**src/hdl/sse_pkg.sv**
```systemverilog
// ----------------------------------------------------------------------------
// sse_pkg
// Shared types and constants for the selection sort engine.
// ----------------------------------------------------------------------------
package sse_pkg;

  localparam int VALUE_W = 16;

  typedef logic signed [VALUE_W-1:0] value_t;

endpackage

```
**src/hdl/sse_in_if.sv**
```systemverilog
// ----------------------------------------------------------------------------
// sse_in_if
// Input channel: one element per transfer, is_last closes the set.
// ----------------------------------------------------------------------------
interface sse_in_if
  import sse_pkg::*;
();
  logic   valid;
  logic   ready;
  value_t value;
  logic   is_last;

  modport source (output valid, output value, output is_last, input ready);
  modport sink   (input valid, input value, input is_last, output ready);
endinterface

```
**src/hdl/sse_out_if.sv**
```systemverilog
// ----------------------------------------------------------------------------
// sse_out_if
// Result channel: one sorted element per transfer, final_res on the last.
// ----------------------------------------------------------------------------
interface sse_out_if
  import sse_pkg::*;
();
  logic   valid;
  logic   ready;
  value_t sorted_value;
  logic   final_res;

  modport source (output valid, output sorted_value, output final_res, input ready);
  modport sink   (input valid, input sorted_value, input final_res, output ready);
endinterface

```
**src/hdl/sse_store.sv**
```systemverilog
// ----------------------------------------------------------------------------
// sse_store
// Element store: one write port, one read port with registered read data.
// ----------------------------------------------------------------------------
module sse_store
  import sse_pkg::*;
#(
  parameter int DEPTH = 64,
  parameter int AW    = 6
) (
  input  logic          clk,
  input  logic          wr_en,
  input  logic [AW-1:0] wr_addr,
  input  value_t        wr_data,
  input  logic [AW-1:0] rd_addr,
  output value_t        rd_data
);

  value_t mem [DEPTH];
  value_t rd_data_r;

  always_ff @(posedge clk) begin
    if (wr_en) begin
      mem[wr_addr] <= wr_data;
    end
    rd_data_r <= mem[rd_addr];
  end

  assign rd_data = rd_data_r;

endmodule

```
**src/hdl/selection_sort_engine_core.sv**
```systemverilog
// ----------------------------------------------------------------------------
// selection_sort_engine_core
// Collects a set of signed 16-bit elements, one per input transfer, until a
// transfer marked is_last arrives, then emits the set in ascending order, one
// element per result transfer, with final_res on the last one. Up to DEPTH
// elements are kept; further elements of a set are dropped silently (an
// is_last on a dropped element still closes the set). Input is accepted one
// element per cycle while loading. Once the set is closed the input is held
// off until the last result is taken. For each output position one compare
// unit scans the remaining elements through the single read port of the
// store, one element per cycle. No clearing pass is needed after reset.
// ----------------------------------------------------------------------------
module selection_sort_engine_core
  import sse_pkg::*;
#(
  parameter int DEPTH = 64
) (
  input  logic     clk,
  input  logic     rst_n,
  sse_in_if.sink   in_chan,
  sse_out_if.source out_chan
);

  localparam int AW = (DEPTH > 1) ? $clog2(DEPTH) : 1;
  localparam int CW = $clog2(DEPTH + 1);

  // LOAD: taking elements. FETCH/FIRST: read the element at the current
  // position. SCAN: one compare per cycle against the running minimum.
  // SWAP: move the displaced element and present the minimum. EMIT: wait for
  // the result transfer.
  typedef enum logic [2:0] {
    S_LOAD,
    S_FETCH,
    S_FIRST,
    S_SCAN,
    S_SWAP,
    S_EMIT
  } state_t;

  state_t        state_r,    state_nxt;
  logic [CW-1:0] cnt_r,      cnt_nxt;      // elements loaded so far
  logic [CW-1:0] count_r,    count_nxt;    // size of the closed set
  logic [AW-1:0] pos_r,      pos_nxt;      // output position being filled
  logic [AW-1:0] scan_r,     scan_nxt;     // index of the element in rd_data
  logic [AW-1:0] best_idx_r, best_idx_nxt;
  value_t        best_val_r, best_val_nxt;
  value_t        pos_val_r,  pos_val_nxt;  // element displaced from pos_r
  logic          out_valid_r, out_valid_nxt;
  value_t        out_value_r, out_value_nxt;
  logic          out_final_r, out_final_nxt;

  // Last emitted value, kept for the ordering check below.
  value_t        prev_val_r;
  logic          have_prev_r;

  logic          wr_en;
  logic [AW-1:0] wr_addr;
  value_t        wr_data;
  logic [AW-1:0] rd_addr;
  value_t        rd_data;

  logic          in_xfer;
  logic          out_xfer;

  sse_store #(
    .DEPTH (DEPTH),
    .AW    (AW)
  ) u_store (
    .clk     (clk),
    .wr_en   (wr_en),
    .wr_addr (wr_addr),
    .wr_data (wr_data),
    .rd_addr (rd_addr),
    .rd_data (rd_data)
  );

  assign in_chan.ready         = (state_r == S_LOAD);
  assign in_xfer               = in_chan.valid && in_chan.ready;

  assign out_chan.valid        = out_valid_r;
  assign out_chan.sorted_value = out_value_r;
  assign out_chan.final_res    = out_final_r;
  assign out_xfer              = out_valid_r && out_chan.ready;

  always_comb begin
    state_nxt     = state_r;
    cnt_nxt       = cnt_r;
    count_nxt     = count_r;
    pos_nxt       = pos_r;
    scan_nxt      = scan_r;
    best_idx_nxt  = best_idx_r;
    best_val_nxt  = best_val_r;
    pos_val_nxt   = pos_val_r;
    out_valid_nxt = out_valid_r;
    out_value_nxt = out_value_r;
    out_final_nxt = out_final_r;

    wr_en   = 1'b0;
    wr_addr = cnt_r[AW-1:0];
    wr_data = in_chan.value;
    rd_addr = pos_r;

    case (state_r)
      S_LOAD: begin
        if (in_xfer) begin
          // Full store: element dropped, is_last still honoured.
          if (cnt_r < CW'(DEPTH)) begin
            wr_en   = 1'b1;
            cnt_nxt = cnt_r + CW'(1);
          end
          if (in_chan.is_last) begin
            count_nxt = (cnt_r < CW'(DEPTH)) ? cnt_r + CW'(1) : cnt_r;
            pos_nxt   = '0;
            state_nxt = S_FETCH;
          end
        end
      end

      S_FETCH: begin
        rd_addr   = pos_r;
        state_nxt = S_FIRST;
      end

      S_FIRST: begin
        pos_val_nxt  = rd_data;
        best_val_nxt = rd_data;
        best_idx_nxt = pos_r;
        rd_addr      = pos_r + AW'(1);
        scan_nxt     = pos_r + AW'(1);
        if (CW'(pos_r) + CW'(1) < count_r) begin
          state_nxt = S_SCAN;
        end else begin
          state_nxt = S_SWAP;
        end
      end

      S_SCAN: begin
        // strict less-than: earliest index wins a tie
        if (rd_data < best_val_r) begin
          best_val_nxt = rd_data;
          best_idx_nxt = scan_r;
        end
        rd_addr  = scan_r + AW'(1);
        scan_nxt = scan_r + AW'(1);
        if (CW'(scan_r) + CW'(1) >= count_r) begin
          state_nxt = S_SWAP;
        end
      end

      S_SWAP: begin
        // The minimum leaves straight for the output; only the displaced
        // element needs writing back.
        wr_en         = 1'b1;
        wr_addr       = best_idx_r;
        wr_data       = pos_val_r;
        out_valid_nxt = 1'b1;
        out_value_nxt = best_val_r;
        out_final_nxt = (CW'(pos_r) + CW'(1) == count_r);
        state_nxt     = S_EMIT;
      end

      S_EMIT: begin
        if (out_xfer) begin
          out_valid_nxt = 1'b0;
          if (out_final_r) begin
            cnt_nxt   = '0;
            state_nxt = S_LOAD;
          end else begin
            pos_nxt   = pos_r + AW'(1);
            state_nxt = S_FETCH;
          end
        end
      end

      default: begin
        state_nxt = S_LOAD;
      end
    endcase
  end

  always_ff @(posedge clk) begin
    if (!rst_n) begin
      state_r     <= S_LOAD;
      cnt_r       <= '0;
      out_valid_r <= 1'b0;
      have_prev_r <= 1'b0;
    end else begin
      state_r     <= state_nxt;
      cnt_r       <= cnt_nxt;
      out_valid_r <= out_valid_nxt;
      if (out_xfer) begin
        have_prev_r <= !out_final_r;
      end
    end
    count_r     <= count_nxt;
    pos_r       <= pos_nxt;
    scan_r      <= scan_nxt;
    best_idx_r  <= best_idx_nxt;
    best_val_r  <= best_val_nxt;
    pos_val_r   <= pos_val_nxt;
    out_value_r <= out_value_nxt;
    out_final_r <= out_final_nxt;
    if (out_xfer) begin
      prev_val_r <= out_value_r;
    end
  end

  // Results of one set leave in ascending order.
  a_ascending: assert property (@(posedge clk) disable iff (!rst_n)
    (out_xfer && have_prev_r) |-> (out_value_r >= prev_val_r))
    else $error("result out of order");

  // The fill count never passes the store depth.
  a_cnt_bound: assert property (@(posedge clk) disable iff (!rst_n)
    cnt_r <= CW'(DEPTH))
    else $error("fill count beyond depth");

  // In SCAN the running minimum is at or past pos_r, and scan_r < count_r.
  a_best_idx: assert property (@(posedge clk) disable iff (!rst_n)
    (state_r == S_SCAN) |-> (best_idx_r >= pos_r && CW'(scan_r) < count_r))
    else $error("scan outside the unsorted range");

  // After the final result the store is empty again.
  a_empty_after_set: assert property (@(posedge clk) disable iff (!rst_n)
    (out_xfer && out_final_r) |=> (cnt_r == '0 && state_r == S_LOAD))
    else $error("store not emptied after final result");

endmodule

```
**src/flat_wrapper.sv**
```systemverilog
// flat-port wrapper written by rule: the top's interface ports become plain ports
module selection_sort_engine_core_flat import sse_pkg::*;
#(
  parameter int DEPTH = 64
)
  (clk, rst_n, in_chan_valid, in_chan_value, in_chan_is_last, in_chan_ready, out_chan_valid, out_chan_sorted_value, out_chan_final_res, out_chan_ready);
  sse_in_if in_chan_i ();
  sse_out_if out_chan_i ();
  input  logic clk;
  input  logic rst_n;
  input wire logic [$bits(in_chan_i.valid)-1:0] in_chan_valid;
  input wire logic [$bits(in_chan_i.value)-1:0] in_chan_value;
  input wire logic [$bits(in_chan_i.is_last)-1:0] in_chan_is_last;
  output wire logic [$bits(in_chan_i.ready)-1:0] in_chan_ready;
  output wire logic [$bits(out_chan_i.valid)-1:0] out_chan_valid;
  output wire logic [$bits(out_chan_i.sorted_value)-1:0] out_chan_sorted_value;
  output wire logic [$bits(out_chan_i.final_res)-1:0] out_chan_final_res;
  input wire logic [$bits(out_chan_i.ready)-1:0] out_chan_ready;
  assign in_chan_i.valid = in_chan_valid;
  assign in_chan_i.value = in_chan_value;
  assign in_chan_i.is_last = in_chan_is_last;
  assign in_chan_ready = in_chan_i.ready;
  assign out_chan_valid = out_chan_i.valid;
  assign out_chan_sorted_value = out_chan_i.sorted_value;
  assign out_chan_final_res = out_chan_i.final_res;
  assign out_chan_i.ready = out_chan_ready;
  selection_sort_engine_core #(.DEPTH(DEPTH)) u_core (.clk(clk), .rst_n(rst_n), .in_chan(in_chan_i), .out_chan(out_chan_i));
endmodule
```
**config.mk**
```make
export PLATFORM = sky130hd
export DESIGN_NAME = selection_sort_engine_core_flat
export DESIGN_NICKNAME = d
export VERILOG_FILES = /design/src/hdl/sse_pkg.sv /design/src/hdl/sse_in_if.sv /design/src/hdl/sse_out_if.sv /design/src/hdl/sse_store.sv /design/src/hdl/selection_sort_engine_core.sv /design/src/flat_wrapper.sv
export SDC_FILE = /design/constraint.sdc
export NUM_CORES = 1
export LEC_CHECK = 0
export BUFFER_PORTS_ARGS = -buffer_cell sky130_fd_sc_hd__clkbuf_2
export CAP_MARGIN = 25
export CORE_UTILIZATION = 59
export DETAILED_ROUTE_END_ITERATION = 16
export PLACE_DENSITY = 0.75
export SLEW_MARGIN = 20
export SYNTH_ARGS = -nofsm -noshare
export SYNTH_HDL_FRONTEND = slang
export SYNTH_SLANG_ARGS = --single-unit
```
**constraint.sdc**
```tcl
create_clock -name clk -period 9.23 [get_ports clk]
set_input_delay 0.4615 -clock clk [delete_from_list [all_inputs] [get_ports clk]]
set_output_delay 0.4615 -clock clk [all_outputs]
set_load 0.02 [all_outputs]
```
==> impl_metrics.py <==
metrics = {
    "synthesis": {
        "yosysSeqAreaShare": 0.750,
        "ys_types": 61,
        "synth.top_cells.by_area": "edfxtp_1, mux4_2, nand2_1, nand3_1, a311oi_1",
        "synthFlopType": "edfxtp_1",
        "syn_area_per_cell_um2": 15.7,
        "synth-edff-count": 1098,
        "netlist_instances": 2845,
        "yosysWarningCount": 0,
        "ys_ff_latch": 1125,
        "synth_top_area_share": 0.738,
        "netlist_area_um2": 44700,
        "async_flop_share": 0,
        "yosysMostFrequentCell": "edfxtp_1",
        "ys_top_cells_by_count": "edfxtp_1, nand2_1, nand3_1",
        "syn_nets": 2899,
        "yosysTopAreaCell": "edfxtp_1",
    },
    "clock_tree": {
        "post_cts_buffers": 0,
        "clk_pin_slew_ps": 70,
        "clockBufferDepth": 3,
        "tritoncts": "built",
        "cts_resized": 0,
        "clk_latency_ps": 680,
        "cts_root_buf": "clkbuf_16",
        "cts_htree_levels": 3,
        "cts_made_buffers": 107,
        "cts_sinks": 1125,
        "cts_hold_buffers": 0,
    },
    "die": {
        "die_w_um": 277,
        "io_pins": 40,
        "die_h_um": 277,
        "rows": 100,
        "core_um2": 74700,
        "die_area_um2": 76900,
        "initial_core_util": 0.598,
    },
    "critical_path": {
        "startpoint_type": "flip-flop",
        "endpoint_kind": "flip-flop",
        "worstSetupPathType": "reg2reg",
        "rr_worst_depth": 8,
        "cp.buffers_inverters": 2,
        "rrSetupSlack_ps": 4280,
        "crit_fanout": 77,
        "worst_r2r_endpoint": "u_core.u_store.rd_data[1]",
        "slowest_stage": "dfxtp_1",
        "r2r_start": "u_core.state_r[0]",
        "cp.arrival_ps": 5520,
        "cp.required_ps": 9800,
        "path_common_cell": "buf_4",
        "crit_path_max_incr_delay_ps": 900,
        "critPathTopFamily": "buffers and inverters",
        "crit_chain": "mux2i_1 > mux2_4 > buf_4 > buf_4 > a311oi_1 > a31oi_1 > a22oi_1 > a31o_1",
    },
    "layout": {
        "area_delta_synth_final_pct": 11.4,
        "final_area_um2": 49800,
        "final_net_count": 2983,
        "layout-drive-gt1-share": 0.151,
    },
    "global_routing": {
        "antenna_found_initial": 2,
        "grt_util_all_layers": 0.296,
        "overflow": 0,
        "grt_pass1_wl_um": 167000,
        "grt_pass1_vias": 25454,
        "grt_max_degree": 172,
    },
    "worst_hold_path": {
        "hold_path.startpoint": "rst_n",
        "holdPathStages": 2,
        "hold_end": "u_core.state_r[2]",
        "hold_path.class": "in2reg",
    },
    "run_status": {
        "status": "completed",
    },
    "timing": {
        "skew_ps": 45.5,
        "tns_ps": 0,
        "maxSlewHeadroom": 0.236,
        "period_needed_ps": 4950,
        "hold_viol_final": 0,
        "rsz0062_at_grt": "no",
        "period_share": 0.536,
        "finalMaxSlewViolations": 0,
        "finalSetupViolCount": 0,
        "whs_ps": 101,
        "tightest_slew_ps": 1140,
        "fmax_mhz": 202,
    },
    "route": {
        "wl_um": 113000,
        "wl_per_cell_um": 28.4,
        "m1WireLength_um": 43400,
        "ant_nets": 0,
        "top_layer_used": "met5",
        "drtIter0Drc": 4153,
        "dr_wl_met2_um": 52200,
        "routed-wl-met3_um": 13600,
        "drt_pass1_iterations": 5,
        "viasPerCell": 6.64,
        "vias": 26506,
        "drc": 0,
    },
    "power_and_ir_drop": {
        "p_leak_nw": 16.7,
        "worst_ir_drop_vdd_uv": 681,
        "power_per_cell_area_nw_per_um2": 354,
    },
    "place": {
        "postPlaceCellArea_um2": 46200,
        "hpwl_um": 64200,
        "gp_congestion": 0.954,
        "portBuffers": 39,
    },
    "run": {
        "max-cap-violations": 0,
    },
}
[cell families after synthesis]
logic type / count (synthesis) / share of synthesized area
fa+ha+maj: 33 / 0.00924
flops: 1125 / 0.750
mux: 152 / 0.0683
buf+inv: 204 / 0.0215
xor+xnor: 13 / 0.00255
simple gates: 1004 / 0.0958
compound gates: 314 / 0.0527
[through the flow]
stage | power (mW) | instances | worst slack, ps | util
3_3_place_gp | 13.0 | 3778 | 4410 | 0.617
6_report | 17.6 | 3990 | 4280 | 0.666
5_1_grt | 18.2 | 3989 | 4140 | 0.666
2_1_floorplan | 10.9 | 2845 | 5420 | -
3_5_place_dp | 13.2 | 3786 | 4380 | 0.619
4_1_cts | 17.5 | 3986 | 4380 | 0.666
[layout make-up]
cell class                      instances  area, um2
Inverter                               37        139
Sequential cell                      1125      33500
Tap cell                              969       1210
Clock inverter                         62        574
Timing Repair Buffer                  142       1060
Fill cell                            4807      24900
Antenna cell                            1       2.50
Clock buffer                          138       2900
Multi-Input combinational cell       1516      10400
[worst register-to-register path, stage by stage (launching register included)]
cell	delay (ps)
dfxtp_1	900
mux2i_1	420
mux2_4	620
buf_4	890
buf_4	700
a311oi_1	200
a31oi_1	580
a22oi_1	280
a31o_1	300
[cell usage in the layout, fill, tap and decap left out, drive strengths merged, types with 3 or more instances in the layout]
cell	netlist	routed
nand2b	10	10
mux4	120	120
o32a	14	14
o21ai	16	16
a21oi	10	10
nor3	5	5
mux2	7	7
a211oi	3	3
clkbuf	76	177
o22ai	31	31
nand2	613	613
o2111ai	3	3
o21a	9	9
dfxtp	27	27
clkinv	0	48
a21o	16	16
ha	33	33
a22oi	35	35
a31o	14	14
and2	3	3
a31oi	65	65
buf	91	103
xnor2	9	9
mux2i	25	25
o221ai	14	14
edfxtp	1098	1098
bufinv	0	10
xor2	4	4
and3	68	68
nor2b	4	4
nor4	14	14
nand3	170	170
inv	37	39
nor2	107	107
o211ai	8	8
a311oi	62	62
[power breakdown]
part / leakage [nW] / total, mW / internal (mW) / switching [mW]
combinational: 4.88 / 6.96 / 2.31 / 4.64
clock: 1.70 / 4.34 / 2.49 / 1.85
sequential: 10.1 / 6.34 / 6.12 / 0.224
total: 16.7 / 17.6 / 10.9 / 6.72
[layer usage]
layer | up-vias | global-route usage
met4 | 2 | 0.112
li1 | 11147 | -
met5 | - | 0
met1 | 13225 | 0.433
met2 | 1884 | 0.448
met3 | 248 | 0.0549
[flip-flops by register name, indices dropped and copies added (netlist names)]
name	cells
u_core.count_r	7
u_core.cnt_r	7
u_core.pos_val_r	16
u_core.pos_r	6
u_core.u_store.rd_data	16
u_core.state_r	3
u_core.best_idx_r	6
u_core.out_chan.final_res	1
u_core.scan_r	6
u_core.out_chan.valid	1
u_core.out_chan.sorted_value	16
u_core.best_val_r	16
u_core.u_store.mem	1024
[how the worst max path moves through the flow]
| stage | startpoint | endpoint | slack (ps) | cells after the start |
|---|---|---|---|---|
| CTS | u_core.state_r[0] | u_core.u_store.rd_data[3] | 4380 | 8 |
| global placement | u_core.state_r[0] | u_core.u_store.rd_data[9] | 4410 | 8 |
| finish | u_core.state_r[0] | u_core.u_store.rd_data[1] | 4280 | 8 |
| detailed placement | u_core.state_r[0] | u_core.u_store.rd_data[3] | 4380 | 8 |
| global route | u_core.state_r[0] | u_core.u_store.rd_data[0] | 4140 | 8 |
| floorplan | u_core.best_val_r[1] | u_core.best_idx_r[0] | 5420 | 9 |
Power figures use the tool's default switching activity.
